### src/design/wsme_pkg.sv
// Shared types and constants for the stack machine executor.
// Depends on nothing; imported by every module of the block.
package wsme_pkg;

    localparam int OPSTK_DEPTH  = 64;
    localparam int FRAME_DEPTH  = 16;
    localparam int MEMORY_BYTES = 65536;

    localparam int SA  = $clog2(OPSTK_DEPTH);
    localparam int SPW = $clog2(OPSTK_DEPTH + 1);
    localparam int FA  = $clog2(FRAME_DEPTH);
    localparam int FCW = $clog2(FRAME_DEPTH + 1);
    localparam int MA  = $clog2(MEMORY_BYTES);
    localparam int MLW = $clog2(MEMORY_BYTES + 1);

    localparam int IN_DATA_W  = 184;
    localparam int OUT_DATA_W = 88;

    typedef enum logic [4:0] {
        M_START = 5'd0,  M_I64C  = 5'd1,  M_I32C = 5'd2,  M_LGET  = 5'd3,
        M_LSET  = 5'd4,  M_LTEE  = 5'd5,  M_LOAD = 5'd6,  M_STORE = 5'd7,
        M_MSIZE = 5'd8,  M_NE    = 5'd9,  M_EQ   = 5'd10, M_LTU   = 5'd11,
        M_AND   = 5'd12, M_ADD   = 5'd13, M_EQZ  = 5'd14, M_WRAP  = 5'd15,
        M_BLOCK = 5'd16, M_LOOP  = 5'd17, M_IF   = 5'd18, M_ELSE  = 5'd19,
        M_BRIF  = 5'd20, M_BR    = 5'd21, M_END  = 5'd22, M_DROP  = 5'd23
    } t_mode;

    typedef enum logic [1:0] {
        K_BLOCK = 2'd0, K_LOOP = 2'd1, K_IF = 2'd2
    } t_kind;

    typedef struct packed {
        t_mode       mode;
        logic [1:0]  access_width;
        logic [63:0] immediate;
        logic [31:0] index;
        logic [31:0] offset;
        logic [15:0] pc_after;
        logic [15:0] end_pc;
        logic [15:0] else_pc;
    } t_instr;

    typedef struct packed {
        logic [15:0] next_pc;
        logic        jumped;
        logic        finished;
        logic [63:0] return_value;
        logic        fault;
    } t_res;

    // controller to datapath
    typedef struct packed {
        logic accept;
        logic exec;
        logic mrd;
        logic mcap;
        logic lwb;
        logic done;
    } t_cmd;

    // datapath to controller
    typedef struct packed {
        logic           mem_go;
        logic           is_load;
        logic           last;
        logic           out_free;
        logic [SPW-1:0] sp;
        logic [FCW-1:0] fc;
    } t_st;

endpackage

### src/design/wsme_ctrl.sv
// Sequencer for the executor: one instruction at a time through read,
// execute, byte-serial memory access and result hand-off. Uses wsme_pkg.
module wsme_ctrl (
    input  logic          i_clk,
    input  logic          i_rst_n,
    input  logic          i_valid,
    output logic          o_ready,
    input  wsme_pkg::t_st i_st,
    output wsme_pkg::t_cmd o_cmd
);
    import wsme_pkg::*;

    typedef enum logic [5:0] {
        S_IDLE = 6'b000001,
        S_EXEC = 6'b000010,
        S_MRD  = 6'b000100,
        S_MCAP = 6'b001000,
        S_LWB  = 6'b010000,
        S_DONE = 6'b100000
    } t_state;

    t_state r_state, n_state;

    // next state and commands
    always_comb begin
        n_state = r_state;
        o_cmd   = '0;
        o_ready = 1'b0;
        case (r_state)
            S_IDLE: begin
                o_ready = 1'b1;
                if (i_valid) begin
                    o_cmd.accept = 1'b1;
                    n_state = S_EXEC;
                end
            end
            S_EXEC: begin
                o_cmd.exec = 1'b1;
                n_state = i_st.mem_go ? S_MRD : S_DONE;
            end
            S_MRD: begin
                o_cmd.mrd = 1'b1;
                if (i_st.is_load) n_state = S_MCAP;
                else if (i_st.last) n_state = S_DONE;
            end
            S_MCAP: begin
                o_cmd.mcap = 1'b1;
                n_state = i_st.last ? S_LWB : S_MRD;
            end
            S_LWB: begin
                o_cmd.lwb = 1'b1;
                n_state = S_DONE;
            end
            S_DONE: begin
                if (i_st.out_free) begin
                    o_cmd.done = 1'b1;
                    n_state = S_IDLE;
                end
            end
            default: n_state = S_IDLE;
        endcase
    end

    always_ff @(posedge i_clk) begin
        if (!i_rst_n) r_state <= S_IDLE;
        else r_state <= n_state;
    end

endmodule

### config.mk
export PLATFORM = sky130hd
export DESIGN_NAME = wsme_ctrl
export DESIGN_NICKNAME = d
export VERILOG_FILES = /design/src/design/wsme_pkg.sv /design/src/design/wsme_ctrl.sv
export SDC_FILE = /design/constraint.sdc
export NUM_CORES = 1
export LEC_CHECK = 0
export BUFFER_PORTS_ARGS = -buffer_cell sky130_fd_sc_hd__buf_2
export CORE_AREA = 10 10 47 49
export DETAILED_ROUTE_END_ITERATION = 8
export DIE_AREA = 0 0 57 59
export PLACE_DENSITY = 0.62
export SLEW_MARGIN = 40
export SYNTH_ARGS = -nofsm -noshare
export SYNTH_HDL_FRONTEND = slang
export SYNTH_SLANG_ARGS = --single-unit
export TNS_END_PERCENT = 100
### constraint.sdc
create_clock -name i_clk -period 2.2 [get_ports i_clk]
set_input_delay 0.22 -clock i_clk [delete_from_list [all_inputs] [get_ports i_clk]]
set_output_delay 0.22 -clock i_clk [all_outputs]
set_load 0.005 [all_outputs]
==> metrics <==
Final ANT Viol Nets=0; initial cell density of the core=a little under a third; count leader, synth=dfxtp_1; initial antenna violation count=0; share of the synthesized area in the top cell type=28.1%; post-route cell area=a little over 500 sq um; core area=roughly 0.0014 sq mm; setup TNS=0 ns; max FFs per register=6; clk_skew=~0.00041 ns; DPL Wire Length=797 microns; Slew Limit Fails=0; Cells after Synth=48; Longest Clk Path Bufs=2; routed length per instance=between 10 and 15 microns; die height=59 microns; DRT Pass-1 Iters=4; share of cells above drive strength 1=35.5%; crit-path max FO=7; Clock power frac=~38%; CTS sink cnt=6; number of global-route vias before repair=between 400 and 500; actual slew at the worst max-slew pin=0.356 ns; Distinct cells, synth=29; RSZ-0062 raised after global routing=no; CP Class=reg -> out; synthesized flop and latch total=6; total global routing overflow=0; routed wire length=about 1000 microns; Worst Setup End Kind=output port; Power, Total=0.275 mW; f_max=between 0.5 and 0.6 GHz; combinational power share=between 10% and 20%; multi-input logic area=about 270 sq um; Initial DRC Count=11; Largest Register=r_state; hold slack=0.211 ns; LEAKAGE=about 0.25 nW; largest net degree at the start of global routing=10; Vias=just under 400; Max rail drop VDD=around 0.27 mV; post-CTS sizing=0; worst min path class=in -> reg; Critical Path RT=between 1.5 and 2 ns; storage element area=120 sq um; Critical Path AT=1.61 ns; max-cap violation count=0; synth-to-layout area growth=19.9%; Top FF cell, synth=dfxtp_1; Pint=0.202 mW; buffers added on ports=13; syn_area_per_cell=approximately 8.9 sq um; Root Driver=clkbuf_4; postcts setup bufs=0; placed cells=75; sequential share of the synthesized area=about 28%; syn nets=67; H-tree Lvls=1; normalized max-slew margin=around three quarters; YS warnings=0; vias per std cell=just over 5; Post-CTS Hold Buffers=0; Mapped Area=roughly 430 sq um; Psw=0.0735 mW; Yosys top cell by area=dfxtp_1; pwr/cell area=roughly 540 mW/mm^2; FF-to-FF setup slack=around 0.67 ns; Placer Congestion=about 0.80; row cnt=14; total CTS buffers=3; CTS tree=done; die area=approximately 0.0034 sq mm; synth top area cells=dfxtp_1, and3_1, o311ai_4, buf_6, nor2_1; EDFF count, synth=0; Final Net Count=83; ys async rst share=0%; fillcell total=161; worst skew pair latency=approximately 0.24 ns; sequential share of power=between 40% and 50%; Sw Share=between 20% and 30%; status=finished, final reports clean; nature of the critical path startpoint=register; final setup fails=0; CTS clk-pin slew, worst paths=roughly 0.050 ns; GRT Util Overall=~6.3%; Layout Cells excl Fill=between 70 and 80; DRC errors left=0; Die X=roughly 57 microns; global-route wire length before repair=1750 microns; Final period util=83.0%; minimum clock period=~1.8 ns; Post-synth top cells=dfxtp_1, and3_1, nor2_1, inv_1; Fin. Hold Viols=0; diode count=0; top flop regs=r_state: 6 flops; Placed Area=~490 sq um; Ports=26
[area by class of cell]
type | count | share of cell area (%)
sequential | 6 | 23.4
tap | 16 | 3.90
clock buffer | 3 | 4.39
inverter | 4 | 2.93
multi-input combinational | 36 | 52.7
timing repair buffer | 13 | 12.7
[layer usage]
metal  share of wire [%]  global-route usage [%]
met5                   0                       0
met4                 1.3                    3.02
met3                 6.5                    3.22
met2                  40                    9.30
met1                  52                    7.46
[worst max-delay path: stages (launching register included)]
cell	delay, ns
dfxtp_1	0.36
or4b_4	0.57
nor3_2	0.16
and2_1	0.15
buf_2	0.11
[cell families after synthesis]
logic type	synth area share, %
AOI/OAI and AO/OA	23.7
and+or+nand+nor	35.1
DFF	28.1
muxes	2.34
xor gates and xnor gates	2.05
buffers and inverters	8.77
[power by group through the flow]
| stage | combinational (mW) | clock [mW] | sequential (mW) |
|---|---|---|---|
| 2_1_floorplan | 0.0344 | 0 | 0.118 |
| 3_3_place_gp | 0.0517 | 0 | 0.120 |
| 3_5_place_dp | 0.0529 | 0 | 0.120 |
| 4_1_cts | 0.0531 | 0.107 | 0.118 |
| 5_1_grt | 0.0591 | 0.111 | 0.119 |
| 6_report | 0.0522 | 0.105 | 0.118 |
[per-stage QoR]
step	utilization, %	worst slack (ns)
after floorplan	-	0.724
after global placement	35.0	0.653
after detailed placement	35.0	0.628
after CTS	36.6	0.356
after global routing	36.6	0.281
final	36.6	0.374
[worst paths after layout]
| kind | startpoint | end | depth (start not counted) |
|---|---|---|---|
| max | r_state[3]$_SDFFE_PN0P_ | o_cmd[5] | 4 |
| min | i_st[14] | r_state[3]$_SDFFE_PN0P_ | 2 |
| max reg2reg | r_state[3]$_SDFFE_PN0P_ | r_state[5]$_SDFFE_PN0P_ | 4 |
| min reg2reg | r_state[1]$_SDFFE_PN0P_ | r_state[2]$_SDFFE_PN0P_ | 3 |
[cells in the final DEF (no fill, tap or decap), drive strengths merged, types with 2 or more instances in the layout]
cell     n
dfxtp    6
nor2     5
clkbuf   3
and3     5
and4b    2
buf     13
a21oi    2
inv      4
nor3     3
o21ai    2
Note: power is estimated with default switching activity, not from simulation.
